File: config.mk
export PLATFORM = sky130hd
export DESIGN_NAME = cpu_6502_execute_unit
export DESIGN_NICKNAME = d
export VERILOG_FILES = /design/src/hdl/c6502_pkg.sv /design/src/hdl/c6502_decode.sv /design/src/hdl/c6502_exec.sv /design/src/hdl/cpu_6502_execute_unit.sv
export SDC_FILE = /design/constraint.sdc
export NUM_CORES = 1
export LEC_CHECK = 0
export BUFFER_PORTS_ARGS = -buffer_cell sky130_fd_sc_hd__buf_2
export CAP_MARGIN = 20
export CORE_MARGIN = 5
export CORE_UTILIZATION = 45
export CTS_BUF_LIST = sky130_fd_sc_hd__clkbuf_2
export CTS_CLUSTER_SIZE = 40
export DETAILED_ROUTE_END_ITERATION = 10
export GPL_TIMING_DRIVEN = 0
export PLACE_DENSITY = 0.67
export SLEW_MARGIN = 0
export SYNTH_ARGS = -nofsm -noshare
export SYNTH_HDL_FRONTEND = slang
export SYNTH_SLANG_ARGS = --single-unit
File: constraint.sdc
create_clock -name clk -period 6 [get_ports clk]
set_input_delay 0.9 -clock clk [delete_from_list [all_inputs] [get_ports clk]]
set_output_delay 0.9 -clock clk [all_outputs]
set_load 0.02 [all_outputs]
File: src/hdl/c6502_pkg.sv
// ----------------------------------------------------------------------------
// c6502_pkg
// Shared types and constants for the 6502 execute unit: opcode classes,
// status flag positions, store targets and reset values.
// ----------------------------------------------------------------------------
package c6502_pkg;

  // Status flag bit positions (N V - B D I Z C)
  localparam logic [2:0] FLAG_N = 3'd7;
  localparam logic [2:0] FLAG_V = 3'd6;
  localparam logic [2:0] FLAG_B = 3'd4;
  localparam logic [2:0] FLAG_D = 3'd3;
  localparam logic [2:0] FLAG_I = 3'd2;
  localparam logic [2:0] FLAG_Z = 3'd1;
  localparam logic [2:0] FLAG_C = 3'd0;

  // Store target codes
  localparam logic [1:0] ST_NONE  = 2'd0;
  localparam logic [1:0] ST_MEM   = 2'd1;
  localparam logic [1:0] ST_STACK = 2'd2;

  // Architectural reset values
  localparam logic [7:0] RESET_SP = 8'hFD;
  localparam logic [7:0] RESET_P  = 8'h24;

  typedef enum logic [5:0] {
    OP_ORA, OP_AND, OP_EOR, OP_ADC, OP_STA, OP_LDA, OP_CMP, OP_SBC,
    OP_BRANCH, OP_BRK, OP_PHP, OP_PLP, OP_PHA, OP_PLA,
    OP_SEC, OP_SEI, OP_CLD, OP_ROLA, OP_ROLM, OP_INC,
    OP_STY, OP_STX, OP_LDY, OP_LDX, OP_CPY, OP_CPX,
    OP_DEY, OP_INY, OP_DEX, OP_INX,
    OP_TXA, OP_TYA, OP_TAX, OP_TAY, OP_TXS, OP_NOP, OP_BAD
  } op_kind_t;

  typedef struct packed {
    op_kind_t   kind;
    logic [2:0] br_bit;   // status bit tested by a branch
    logic       br_want;  // value of that bit that takes the branch
  } dec_t;

  typedef struct packed {
    logic [7:0] a;
    logic [7:0] x;
    logic [7:0] y;
    logic [7:0] sp;
    logic [7:0] p;
  } arch_state_t;

  typedef struct packed {
    logic [1:0] store_target;
    logic [7:0] store_data;
    logic       branch_taken;
    logic [7:0] status;
    logic [7:0] stack_pointer;
    logic       bad_opcode;
  } result_t;

endpackage

File: src/hdl/c6502_decode.sv
// ----------------------------------------------------------------------------
// c6502_decode
// Opcode byte to instruction class and branch condition.
// ----------------------------------------------------------------------------
module c6502_decode (
  input  logic [7:0]       command,
  output c6502_pkg::dec_t  dec
);

  always_comb begin
    dec.kind    = c6502_pkg::OP_BAD;
    dec.br_bit  = c6502_pkg::FLAG_N;
    dec.br_want = command[5];

    if ((command[1:0] == 2'b01) && (command != 8'h89)) begin
      // Group one ALU column, every addressing mode
      case (command[7:5])
        3'd0:    dec.kind = c6502_pkg::OP_ORA;
        3'd1:    dec.kind = c6502_pkg::OP_AND;
        3'd2:    dec.kind = c6502_pkg::OP_EOR;
        3'd3:    dec.kind = c6502_pkg::OP_ADC;
        3'd4:    dec.kind = c6502_pkg::OP_STA;
        3'd5:    dec.kind = c6502_pkg::OP_LDA;
        3'd6:    dec.kind = c6502_pkg::OP_CMP;
        default: dec.kind = c6502_pkg::OP_SBC;
      endcase
    end else if (command[4:0] == 5'h10) begin
      dec.kind = c6502_pkg::OP_BRANCH;
      case (command[7:6])
        2'd0:    dec.br_bit = c6502_pkg::FLAG_N;
        2'd1:    dec.br_bit = c6502_pkg::FLAG_V;
        2'd2:    dec.br_bit = c6502_pkg::FLAG_C;
        default: dec.br_bit = c6502_pkg::FLAG_Z;
      endcase
    end else begin
      case (command)
        8'h00: dec.kind = c6502_pkg::OP_BRK;
        8'h08: dec.kind = c6502_pkg::OP_PHP;
        8'h28: dec.kind = c6502_pkg::OP_PLP;
        8'h48: dec.kind = c6502_pkg::OP_PHA;
        8'h68: dec.kind = c6502_pkg::OP_PLA;
        8'h38: dec.kind = c6502_pkg::OP_SEC;
        8'h78: dec.kind = c6502_pkg::OP_SEI;
        8'hD8: dec.kind = c6502_pkg::OP_CLD;
        8'h2A: dec.kind = c6502_pkg::OP_ROLA;
        8'h26, 8'h2E, 8'h36, 8'h3E: dec.kind = c6502_pkg::OP_ROLM;
        8'hE6, 8'hEE, 8'hF6, 8'hFE: dec.kind = c6502_pkg::OP_INC;
        8'h84, 8'h8C, 8'h94: dec.kind = c6502_pkg::OP_STY;
        8'h86, 8'h8E, 8'h96: dec.kind = c6502_pkg::OP_STX;
        8'hA0, 8'hA4, 8'hAC, 8'hB4, 8'hBC: dec.kind = c6502_pkg::OP_LDY;
        8'hA2, 8'hA6, 8'hAE, 8'hB6, 8'hBE: dec.kind = c6502_pkg::OP_LDX;
        8'hC0, 8'hC4, 8'hCC: dec.kind = c6502_pkg::OP_CPY;
        8'hE0, 8'hE4, 8'hEC: dec.kind = c6502_pkg::OP_CPX;
        8'h88: dec.kind = c6502_pkg::OP_DEY;
        8'hC8: dec.kind = c6502_pkg::OP_INY;
        8'hCA: dec.kind = c6502_pkg::OP_DEX;
        8'hE8: dec.kind = c6502_pkg::OP_INX;
        8'h8A: dec.kind = c6502_pkg::OP_TXA;
        8'h98: dec.kind = c6502_pkg::OP_TYA;
        8'hAA: dec.kind = c6502_pkg::OP_TAX;
        8'hA8: dec.kind = c6502_pkg::OP_TAY;
        8'h9A: dec.kind = c6502_pkg::OP_TXS;
        8'hEA: dec.kind = c6502_pkg::OP_NOP;
        default: dec.kind = c6502_pkg::OP_BAD;
      endcase
    end
  end

endmodule

File: src/hdl/c6502_exec.sv
// ----------------------------------------------------------------------------
// c6502_exec
// One-pass execute: next register file and status, store and branch result.
// ----------------------------------------------------------------------------
module c6502_exec (
  input  c6502_pkg::dec_t         dec,
  input  logic [7:0]              operand,
  input  c6502_pkg::arch_state_t  cur,
  output c6502_pkg::arch_state_t  nxt,
  output c6502_pkg::result_t      res
);

  logic [7:0] add_m;
  logic [8:0] sum9;
  logic       add_v;
  logic [7:0] cmp_reg;
  logic [8:0] cmp9;
  logic [7:0] rol_in;
  logic [7:0] rol_out;
  logic [7:0] inc_m;

  function automatic logic [7:0] set_nz(input logic [7:0] p, input logic [7:0] v);
    logic [7:0] q;
    q = p;
    q[c6502_pkg::FLAG_N] = v[7];
    q[c6502_pkg::FLAG_Z] = (v == 8'd0);
    return q;
  endfunction

  // SBC is ADC of the inverted operand
  assign add_m = (dec.kind == c6502_pkg::OP_SBC) ? ~operand : operand;
  assign sum9  = {1'b0, cur.a} + {1'b0, add_m} + {8'd0, cur.p[c6502_pkg::FLAG_C]};
  assign add_v = (~(cur.a[7] ^ add_m[7])) & (cur.a[7] ^ sum9[7]);

  always_comb begin
    case (dec.kind)
      c6502_pkg::OP_CPX: cmp_reg = cur.x;
      c6502_pkg::OP_CPY: cmp_reg = cur.y;
      default:           cmp_reg = cur.a;
    endcase
  end

  // Carry out of reg + ~m + 1 is reg >= m
  assign cmp9    = {1'b0, cmp_reg} + {1'b0, ~operand} + 9'd1;
  assign rol_in  = (dec.kind == c6502_pkg::OP_ROLA) ? cur.a : operand;
  assign rol_out = {rol_in[6:0], cur.p[c6502_pkg::FLAG_C]};
  assign inc_m   = operand + 8'd1;

  always_comb begin
    nxt = cur;
    res = '0;
    case (dec.kind)
      c6502_pkg::OP_ORA: begin
        nxt.a = cur.a | operand;
        nxt.p = set_nz(cur.p, cur.a | operand);
      end
      c6502_pkg::OP_AND: begin
        nxt.a = cur.a & operand;
        nxt.p = set_nz(cur.p, cur.a & operand);
      end
      c6502_pkg::OP_EOR: begin
        nxt.a = cur.a ^ operand;
        nxt.p = set_nz(cur.p, cur.a ^ operand);
      end
      c6502_pkg::OP_ADC, c6502_pkg::OP_SBC: begin
        nxt.a = sum9[7:0];
        nxt.p = set_nz(cur.p, sum9[7:0]);
        nxt.p[c6502_pkg::FLAG_V] = add_v;
        nxt.p[c6502_pkg::FLAG_C] = sum9[8];
      end
      c6502_pkg::OP_CMP, c6502_pkg::OP_CPX, c6502_pkg::OP_CPY: begin
        nxt.p = set_nz(cur.p, cmp9[7:0]);
        nxt.p[c6502_pkg::FLAG_C] = cmp9[8];
      end
      c6502_pkg::OP_STA: begin
        res.store_target = c6502_pkg::ST_MEM;
        res.store_data   = cur.a;
      end
      c6502_pkg::OP_STX: begin
        res.store_target = c6502_pkg::ST_MEM;
        res.store_data   = cur.x;
      end
      c6502_pkg::OP_STY: begin
        res.store_target = c6502_pkg::ST_MEM;
        res.store_data   = cur.y;
      end
      c6502_pkg::OP_LDA: begin
        nxt.a = operand;
        nxt.p = set_nz(cur.p, operand);
      end
      c6502_pkg::OP_LDX: begin
        nxt.x = operand;
        nxt.p = set_nz(cur.p, operand);
      end
      c6502_pkg::OP_LDY: begin
        nxt.y = operand;
        nxt.p = set_nz(cur.p, operand);
      end
      c6502_pkg::OP_BRANCH: begin
        res.branch_taken = (cur.p[dec.br_bit] == dec.br_want);
      end
      c6502_pkg::OP_BRK: nxt.p[c6502_pkg::FLAG_B] = 1'b1;
      c6502_pkg::OP_SEC: nxt.p[c6502_pkg::FLAG_C] = 1'b1;
      c6502_pkg::OP_SEI: nxt.p[c6502_pkg::FLAG_I] = 1'b1;
      c6502_pkg::OP_CLD: nxt.p[c6502_pkg::FLAG_D] = 1'b0;
      c6502_pkg::OP_PHP: begin
        res.store_target = c6502_pkg::ST_STACK;
        res.store_data   = cur.p;
        nxt.sp           = cur.sp - 8'd1;
      end
      c6502_pkg::OP_PHA: begin
        res.store_target = c6502_pkg::ST_STACK;
        res.store_data   = cur.a;
        nxt.sp           = cur.sp - 8'd1;
      end
      c6502_pkg::OP_PLP: begin
        nxt.sp = cur.sp + 8'd1;
        nxt.p  = operand;
      end
      c6502_pkg::OP_PLA: begin
        nxt.sp = cur.sp + 8'd1;
        nxt.a  = operand;
        nxt.p  = set_nz(cur.p, operand);
      end
      c6502_pkg::OP_ROLA: begin
        nxt.a = rol_out;
        nxt.p = set_nz(cur.p, rol_out);
        nxt.p[c6502_pkg::FLAG_C] = rol_in[7];
      end
      c6502_pkg::OP_ROLM: begin
        res.store_target = c6502_pkg::ST_MEM;
        res.store_data   = rol_out;
        nxt.p = set_nz(cur.p, rol_out);
        nxt.p[c6502_pkg::FLAG_C] = rol_in[7];
      end
      c6502_pkg::OP_INC: begin
        res.store_target = c6502_pkg::ST_MEM;
        res.store_data   = inc_m;
        nxt.p = set_nz(cur.p, inc_m);
      end
      c6502_pkg::OP_DEY: begin
        nxt.y = cur.y - 8'd1;
        nxt.p = set_nz(cur.p, cur.y - 8'd1);
      end
      c6502_pkg::OP_INY: begin
        nxt.y = cur.y + 8'd1;
        nxt.p = set_nz(cur.p, cur.y + 8'd1);
      end
      c6502_pkg::OP_DEX: begin
        nxt.x = cur.x - 8'd1;
        nxt.p = set_nz(cur.p, cur.x - 8'd1);
      end
      c6502_pkg::OP_INX: begin
        nxt.x = cur.x + 8'd1;
        nxt.p = set_nz(cur.p, cur.x + 8'd1);
      end
      c6502_pkg::OP_TXA: begin
        nxt.a = cur.x;
        nxt.p = set_nz(cur.p, cur.x);
      end
      c6502_pkg::OP_TYA: begin
        nxt.a = cur.y;
        nxt.p = set_nz(cur.p, cur.y);
      end
      c6502_pkg::OP_TAX: begin
        nxt.x = cur.a;
        nxt.p = set_nz(cur.p, cur.a);
      end
      c6502_pkg::OP_TAY: begin
        nxt.y = cur.a;
        nxt.p = set_nz(cur.p, cur.a);
      end
      c6502_pkg::OP_TXS: nxt.sp = cur.x;
      c6502_pkg::OP_NOP: ;
      default: res.bad_opcode = 1'b1;
    endcase
    res.status        = nxt.p;
    res.stack_pointer = nxt.sp;
  end

endmodule

File: src/hdl/cpu_6502_execute_unit.sv
// ----------------------------------------------------------------------------
// cpu_6502_execute_unit
// 6502 instruction execute stage: register file, status and stack pointer.
// ----------------------------------------------------------------------------
// Each request carries one opcode byte and the data byte that instruction
// reads (immediate, memory or pulled stack byte). The unit sustains one
// instruction per clock unless the output stalls: a request is captured in an
// input register, runs through a single decode and execute pass (short 8-bit
// adders and flag logic) and enters the result register once it is free. A,
// X, Y, SP and P are written in the same cycle the result is registered, so
// the next instruction sees them with no bubble. Decimal mode, address
// generation and the program counter live outside; unimplemented opcodes
// return bad_opcode with no state change. After reset SP = 0xFD and P = 0x24.
// ----------------------------------------------------------------------------
module cpu_6502_execute_unit (
  input  logic        clk,
  input  logic        rst_n,

  input  logic        in_tvalid,
  output logic        in_tready,
  input  logic [15:0] in_tdata,    // [7:0] command, [15:8] operand

  output logic        out_tvalid,
  input  logic        out_tready,
  output logic [31:0] out_tdata    // [1:0] store_target, [9:2] store_data,
                                   // [10] branch_taken, [18:11] status,
                                   // [26:19] stack_pointer, [27] bad_opcode,
                                   // [31:28] zero
);

  logic                   in_valid_r;
  logic [7:0]             cmd_r;
  logic [7:0]             opnd_r;
  logic                   out_valid_r;
  c6502_pkg::result_t     res_r;
  c6502_pkg::result_t     res_nxt;
  c6502_pkg::arch_state_t state_r;
  c6502_pkg::arch_state_t state_nxt;
  c6502_pkg::dec_t        dec;
  logic                   adv;

  // Advance the held request into the result register when that slot is free
  assign adv       = in_valid_r && (!out_valid_r || out_tready);
  assign in_tready = !in_valid_r || adv;

  c6502_decode u_decode (
    .command (cmd_r),
    .dec     (dec)
  );

  c6502_exec u_exec (
    .dec     (dec),
    .operand (opnd_r),
    .cur     (state_r),
    .nxt     (state_nxt),
    .res     (res_nxt)
  );

  // Control and architectural state
  always_ff @(posedge clk) begin
    if (!rst_n) begin
      in_valid_r  <= 1'b0;
      out_valid_r <= 1'b0;
      state_r.a   <= 8'd0;
      state_r.x   <= 8'd0;
      state_r.y   <= 8'd0;
      state_r.sp  <= c6502_pkg::RESET_SP;
      state_r.p   <= c6502_pkg::RESET_P;
    end else begin
      if (in_tready) begin
        in_valid_r <= in_tvalid;
      end
      if (adv) begin
        out_valid_r <= 1'b1;
        state_r     <= state_nxt;
      end else if (out_tready) begin
        out_valid_r <= 1'b0;
      end
    end
  end

  // Payload registers: capture on accept, hold otherwise
  always_ff @(posedge clk) begin
    if (in_tvalid && in_tready) begin
      cmd_r  <= in_tdata[7:0];
      opnd_r <= in_tdata[15:8];
    end
    if (adv) begin
      res_r <= res_nxt;
    end
  end

  assign out_tvalid = out_valid_r;
  assign out_tdata  = {4'd0, res_r.bad_opcode, res_r.stack_pointer, res_r.status,
                       res_r.branch_taken, res_r.store_data, res_r.store_target};

  // An empty result slot never blocks intake
  a_ready_when_empty: assert property (@(posedge clk) disable iff (!rst_n)
    !out_valid_r |-> in_tready)
    else $error("input stalled with empty result register");

  // A rejected opcode leaves no store and no branch
  a_bad_is_quiet: assert property (@(posedge clk) disable iff (!rst_n)
    (out_valid_r && res_r.bad_opcode) |->
      (res_r.store_target == c6502_pkg::ST_NONE) && !res_r.branch_taken)
    else $error("bad opcode produced a store or branch");

  // A rejected opcode changes no architectural state
  a_bad_keeps_state: assert property (@(posedge clk) disable iff (!rst_n)
    (adv && res_nxt.bad_opcode) |=> $stable(state_r))
    else $error("bad opcode changed state");

  // A push reports the stack pointer one below the slot written
  a_push_sp: assert property (@(posedge clk) disable iff (!rst_n)
    (adv && (res_nxt.store_target == c6502_pkg::ST_STACK)) |=>
      (res_r.stack_pointer == ($past(state_r.sp) - 8'd1)))
    else $error("push did not decrement the stack pointer");

  // Reported status and stack pointer track the live registers
  a_status_tracks: assert property (@(posedge clk) disable iff (!rst_n)
    adv |=> (res_r.status == state_r.p) && (res_r.stack_pointer == state_r.sp))
    else $error("result status out of step with state");

endmodule
==> metrics.md, run 1 <==
| Metric | Value |
|---|---|
| Hold buffer count at CTS | 0 |
| Die area | 0.0207 sq mm |
| CTS tree | built |
| Crit-path max FO | 8 |
| Die Ht | 144 um |
| Max Slew Vio Count | 0 |
| Setup crit start kind | register |
| Dominant cell type by area after synthesis | edfxtp_1 |
| Clk_lat worst skew | 670 ps |
| Most common cell after layout, fill and taps aside | nor2_1 |
| Critical Path Sink | out_tdata[12] |
| Worst Hold Class | in2reg |
| Reg2reg end | out_tdata[12] |
| Clk buf depth | 2 |
| Final global-route overflow total | 0 |
| Critical path endpoint category | register |
| Routability Congestion | 1.06 |
| Synth async-reset ratio | 0% |
| Relative slew slack | 20.8% |
| Avg Vias per Cell | 6.62 |
| Critical path's slowest cell | or4_4 |
| Starting Density | 45.3% |
| Min Tclk post-route | 5760 ps |
| Max-Cap Viols | 0 |
| Cell Pwr Density | 158 mW/mm^2 |
| Initial antenna violation count | 1 |
| Clock buffer count from CTS | 9 |
| Syn avg cell area | 8.14 sq um |
| Sequential power share | 48.0% |
| Switching Share | 38.7% |
| Layout cells sized above 1 | 12.8% |
| Pin count of the biggest net entering global routing | 38 |
| Overall Power | 0.00140 W |
| Vias | 8554 |
| Max Freq | 174 MHz |
| CP arrival | 6160 ps |
| Final worst path period share | 96.0% |
| Num rows | 49 |
| CTS root buf | clkbuf_2 |
| Most frequently used flop master after synthesis | edfxtp_1 |
| Ys Warns | 0 |
| Switching pwr | 0.000541 W |
| Syn Inst Count | 993 |
| CTS clk-pin slew, worst paths | 320 ps |
| Hold Violations, Final | 0 |
| Internal Power | 0.000858 W |
| Clock power share | 20.5% |
| Crit path max-delay family | simple AND/OR/NAND/NOR gates |
| Sequential share of the synthesized area | 26.7% |
| Vias in the first global route | 7889 |
| Max VDD drop | 90.0 uV |
| Kind of critical path | reg2reg |
| Final ANT Viol Nets | 0 |
| Post-synthesis register bit count | 86 |
| Post-synth design cell area | 0.00809 sq mm |
| Fin nets | 1133 |
| R2r worst-path depth | 21 |
| Area of the core | 0.0178 sq mm |
| RSZ-0062 raised after global routing | false |
| Detail Placement HPWL | 23.7 mm |
| Die Width | 144 um |
| Worst Setup SP | cmd_r[6] |
| Logic pwr share | 31.4% |
| # IOs | 54 |
| Slowest stage delay, CP | 600 ps |
| Average routed wire per standard cell | 24.1 um |
| Core Util, Final | 49.5% |
| DRT iter0 DRCs | 1435 |
| Pre-Repair DR Iteration Count | 6 |
| R2R Path Start | cmd_r[6] |
| Reg2reg setup slack | 240 ps |
| Post-synth EDFFs | 44 |
| Cells along the critical path | inv_1 > ha_1 > nor2b_1 > o2bb2ai_1 > or4_4 > or3_1 > buf_2 > or3_4 > xnor2_1 > fa_1 > inv_1 > fa_1 > a21o_1 > a21oi_1 > o21bai_1 > a21oi_1 > xnor2_1 > nor4_1 > a211oi_2 > nand3_1 > o21a_1 |
| FILL cells | 1793 |
| Area growth syn-to-layout | 9.22% |
| Global-route wire length before repair | 47.2 mm |
| Top-area cell type share of the netlist area | 16.3% |
| Port-buffer cells | 49 |
| Leakage power | 3.35 nW |
| CP bufs+invs | 3 |
| Outcome | finished, final reports clean |
| Final number of setup-violating endpoints | 0 |
| Min Hold Slack | 370 ps |
| Drt total wl | 31.2 mm |
| GRT Overall Usage | 29.8% |
| Worst path depth | 21 |
| Clk_skew | 83.4 ps |
| Yosys cell types | 91 |
| Worst endpoint required time | 6390 ps |
| CTS Sinks | 86 |
| Top post-synthesis cells by area | edfxtp_1 16%, dfxtp_1 10%, ha_1 8.0%, nor2_1 4.0%, xnor2_1 3.8% |
| Slew @ Worst Pin | 1180 ps |
| H-tree depth | 3 |
| DRC | 0 |
| Commonest non-fill, non-tap cells in the layout | 83 x nor2_1, 80 x nand2_1, 63 x buf_2 |
==> kinds of logic (layout without fill, tap and decap cells) <==
family          after synthesis  count (layout)  synth area share (%)
buf+inv                     124             190                  6.67
fa+ha+maj                    56              56                  9.04
xor+xnor                     50              50                  5.42
compound gates              309             309                  27.5
other cells                   1               5                0.0464
mux                          12              12                  1.66
flops                        86              86                  26.7
simple gates                355             355                  22.9
==> layout make-up <==
type / instances / area, sq um / share of cell area, %
Sequential cell: 86 / 2160 / 24.5
Clock inverter: 7 / 48.8 / 0.553
Inverter: 50 / 188 / 2.13
Multi-Input combinational cell: 786 / 5490 / 62.2
Antenna cell: 1 / 2.50 / 0.0283
Buffer: 73 / 349 / 3.95
Tap cell: 229 / 287 / 3.24
Clock buffer: 9 / 45.0 / 0.510
Timing Repair Buffer: 51 / 260 / 2.95
==> routing by layer <==
metal	routed length [um]	share of wire [%]	track usage, %	up-vias
met5	0	0	0	-
met1	13200	42	42.4	4041
met3	3340	11	6.12	97
met4	1230	3.9	11.6	0
met2	13400	43	44.5	547
li1	-	-	-	3869
==> flip-flops by register name, summed over array words and instances (netlist names) <==
register / flops
state_r: 40
out_tdata: 28
cmd_r: 8
opnd_r: 8
in_valid_r: 1
out_tvalid: 1
==> cell usage after synthesis (9+ instances only) <==
cell,number
or3_1,13
nand2_1,80
inv_1,47
o22ai_1,9
xnor2_1,35
edfxtp_1,44
o211ai_1,10
nor3_1,22
a21oi_1,54
nand4_1,12
nor4_1,15
a22oi_1,24
buf_2,14
nor2b_1,17
nand2b_1,9
mux2i_1,10
a221oi_1,14
a31oi_1,16
dfxtp_1,42
xor2_1,15
buf_4,9
a222oi_1,18
nand3_1,40
ha_1,52
nor2_1,86
a21o_1,9
a211oi_1,12
o21ai_0,58
and2_1,9
clkbuf_1,48
a211o_1,10
==> stage by stage <==
step | setup TNS (ps) | area (sq um) | worst slack [ps] | std cells
finish | 0 | 8830 | 237 | 1292
global route | 0 | 8830 | 20.8 | 1292
CTS | 0 | 8750 | 101 | 1289
detailed placement | -931 | 8630 | -378 | 1274
global placement | -1050 | 8630 | -428 | 1274
floorplan | 0 | 8100 | 727 | 996
==> timing repair <==
item	CTS	global route
setup endpoints to repair	5	6
pin swaps	0	3
gates resized for setup	6	13
cloned	0	0
setup buffers	0	2
==> power groups by stage <==
stage	logic (W)	clock network [W]	registers (W)
floorplan	0.000283	0	0.000691
global placement	0.000415	0	0.000683
detailed placement	0.000418	0	0.000684
CTS	0.000421	0.000288	0.000672
global route	0.000471	0.000315	0.000676
finish	0.000440	0.000288	0.000672
==> worst min path at each step <==
stage	start	endpoint	slack, ps	depth (start not counted)
4_1_cts	in_tdata[8]	opnd_r[0]	380	1
2_1_floorplan	state_r[4]	state_r[4]	450	2
3_5_place_dp	state_r[14]	state_r[14]	490	2
3_3_place_gp	state_r[2]	state_r[2]	480	2
6_report	in_tdata[8]	opnd_r[0]	370	1
5_1_grt	in_tdata[8]	opnd_r[0]	370	1
==> worst register-to-register path, stage by stage, from the launching register on <==
cell and delay, ps:
edfxtp_1 510, inv_1 100, ha_1 320, nor2b_1 190, o2bb2ai_1 200, or4_4 600
or3_1 360, buf_2 200, or3_4 480, xnor2_1 200, fa_1 230, inv_1 60
fa_1 410, a21o_1 180, a21oi_1 240, o21bai_1 100, a21oi_1 230, xnor2_1 220
nor4_1 120, a211oi_2 290, nand3_1 160, o21a_1 150
Note: power is estimated with default switching activity, not from simulation.
==> run 2, diff against run 1 <==
--- a/config.mk
+++ b/config.mk
@@ -8,12 +8,12 @@
 export BUFFER_PORTS_ARGS = -buffer_cell sky130_fd_sc_hd__buf_2
 export CAP_MARGIN = 20
 export CORE_MARGIN = 5
-export CORE_UTILIZATION = 45
+export CORE_UTILIZATION = 53
 export CTS_BUF_LIST = sky130_fd_sc_hd__clkbuf_2
 export CTS_CLUSTER_SIZE = 40
 export DETAILED_ROUTE_END_ITERATION = 10
 export GPL_TIMING_DRIVEN = 0
-export PLACE_DENSITY = 0.67
+export PLACE_DENSITY = 0.76
 export SLEW_MARGIN = 0
 export SYNTH_ARGS = -nofsm -noshare
 export SYNTH_HDL_FRONTEND = slang
==> constraint.sdc (replaced) <==
create_clock -name clk -period 6 [get_ports clk]
set_input_delay 0.9 -clock clk [delete_from_list [all_inputs] [get_ports clk]]
set_output_delay 0.9 -clock clk [all_outputs]
set_load 0.05 [all_outputs]
==> run 2 against run 1 <==
Net effect:
- core utilization up 9.0 points
- clock power up 16%
- combinational power is 7.7% higher
- largest cell class unchanged
==> metrics.md, run 2 (synthesized netlist as in run 1, its figures left out) <==
| Metric | Value |
|---|---|
| Port-buffer cells | 49 |
| Layout cells sized above 1 | 13.2% |
| Die Ht | 134 um |
| Avg Vias per Cell | 7.02 |
| CTS clk-pin slew, worst paths | 260 ps |
| Final global-route overflow total | 0 |
| Worst Setup SP | cmd_r[6] |
| Global-route wire length before repair | 47.3 mm |
| CTS tree | built |
| R2R Path Start | cmd_r[6] |
| Outcome | finished, final reports clean |
| Kind of critical path | reg2reg |
| Slew @ Worst Pin | 1180 ps |
| Die area | 0.0178 sq mm |
| Cell Pwr Density | 168 mW/mm^2 |
| Commonest non-fill, non-tap cells in the layout | 83 x nor2_1, 80 x nand2_1, 63 x buf_2 |
| # IOs | 54 |
| Max VDD drop | 120 uV |
| Final Instance Area | 0.00883 sq mm |
| GRT Overall Usage | 34.6% |
| Clk_lat worst skew | 620 ps |
| Area growth syn-to-layout | 9.24% |
| Final number of setup-violating endpoints | 0 |
| Max FFs per register | 40 |
| R2r worst-path depth | 22 |
| Critical Path Sink | out_tdata[12] |
| Setup WS pre-CTS | -467 ps |
| Max Freq | 170 MHz |
| Final worst path period share | 98.2% |
| Largest Register | state_r |
| Hold Violations, Final | 0 |
| DRT iter0 DRCs | 1269 |
| N_diodes | 0 |
| Num rows | 45 |
| Final ANT Viol Nets | 0 |
| DRC | 0 |
| Vias in the first global route | 7957 |
| Critical path endpoint category | register |
| Hold buffer count at CTS | 0 |
| Setup ws final | 109 ps |
| Reg2reg end | out_tdata[12] |
| Min Hold Slack | 431 ps |
| Most common cell after layout, fill and taps aside | nor2_1 |
| Area of the core | 0.0151 sq mm |
| Pre-Repair DR Iteration Count | 8 |
| Clk buf depth | 2 |
| Worst endpoint required time | 6410 ps |
| Worst Hold Class | in2reg |
| CTS Sinks | 86 |
| Fin nets | 1135 |
| Routability Congestion | 1.06 |
| Reg2reg setup slack | 110 ps |
| Max-Cap Viols | 0 |
| Dpl cell area | 0.00858 sq mm |
| Average routed wire per standard cell | 25.3 um |
| CP arrival | 6310 ps |
| Initial antenna violation count | 1 |
| Leakage power | 3.38 nW |
| Starting Density | 53.6% |
| Drt total wl | 31.7 mm |
| H-tree depth | 3 |
| Setup crit start kind | register |
| Die Width | 134 um |
| Relative slew slack | 20.6% |
| Crit-path max FO | 10 |
| CTS root buf | clkbuf_2 |
| Min Tclk post-route | 5890 ps |
| Clk_skew | 38.6 ps |
| Clock buffer count from CTS | 9 |
| Detail Placement HPWL | 24.0 mm |
| Max Slew Vio Count | 0 |
| Vias | 8786 |
| Pin count of the biggest net entering global routing | 38 |
run 2: per-stage QoR:
| step | utilization, % | setup TNS (ps) | power, W | std cells |
|---|---|---|---|---|
| final | 58.5 | 0 | 0.00148 | 1252 |
| after global placement | 56.8 | -1450 | 0.00113 | 1233 |
| after CTS | 57.9 | 0 | 0.00146 | 1248 |
| after floorplan | - | 0 | 0.00100 | 996 |
| after global routing | 58.5 | -38.5 | 0.00153 | 1252 |
| after detailed placement | 56.8 | -1380 | 0.00113 | 1233 |
run 2: report_power, final:
| group | switching (W) | internal (W) | leakage [nW] |
|---|---|---|---|
| sequential | 0.0000230 | 0.000651 | 0.743 |
| clock | 0.000230 | 0.000102 | 0.0748 |
| combinational | 0.000320 | 0.000153 | 2.56 |
| total | 0.000573 | 0.000906 | 3.38 |
run 2: routing by layer:
metal  GRT usage (%)  wire length, um
met1            47.7            13000
met2            49.2            12800
met3            9.71             4100
met4            18.1             1820
met5               0                0
run 2: how the worst min path moves through the flow:
stage / start / end / slack [ps] / cells past startpoint
final: in_tdata[9] / opnd_r[1] / 430 / 1
after global routing: in_tdata[15] / opnd_r[7] / 400 / 1
after CTS: in_tdata[8] / opnd_r[0] / 410 / 1
after detailed placement: state_r[14] / state_r[14] / 500 / 2
after global placement: state_r[14] / state_r[14] / 480 / 2
after floorplan: state_r[4] / state_r[4] / 450 / 2
run 2: what timing repair did:
item,4_1_cts,5_1_grt
pin swaps,0,1
setup endpoints to repair,6,7
buffers inserted,0,4
gates resized for setup,7,14
run 2: critical path, stage by stage, from the launching register on:
cell      delay [ps]
edfxtp_1         480
inv_1             90
ha_1             300
nand3b_1         140
a21boi_2         110
a2111o_1         480
a211oi_4         440
buf_2            330
nand3_2          270
a222oi_1         510
ha_1             260
inv_1             60
fa_1             400
nand2_1           80
nand2_1           50
a21oi_1          240
o21bai_1         110
a21oi_1          260
xnor2_1          160
nor4_1           100
a211oi_1         450
nand3_1          190
o21a_1           160
run 2: final cells by class:
class	instances	area, sq um
Clock buffer	9	45.0
Sequential cell	86	2160
Tap cell	188	235
Multi-Input combinational cell	786	5500
Inverter	50	188
Buffer	73	350
Clock inverter	7	80.1
Timing Repair Buffer	53	275
Fill cell	1432	6260
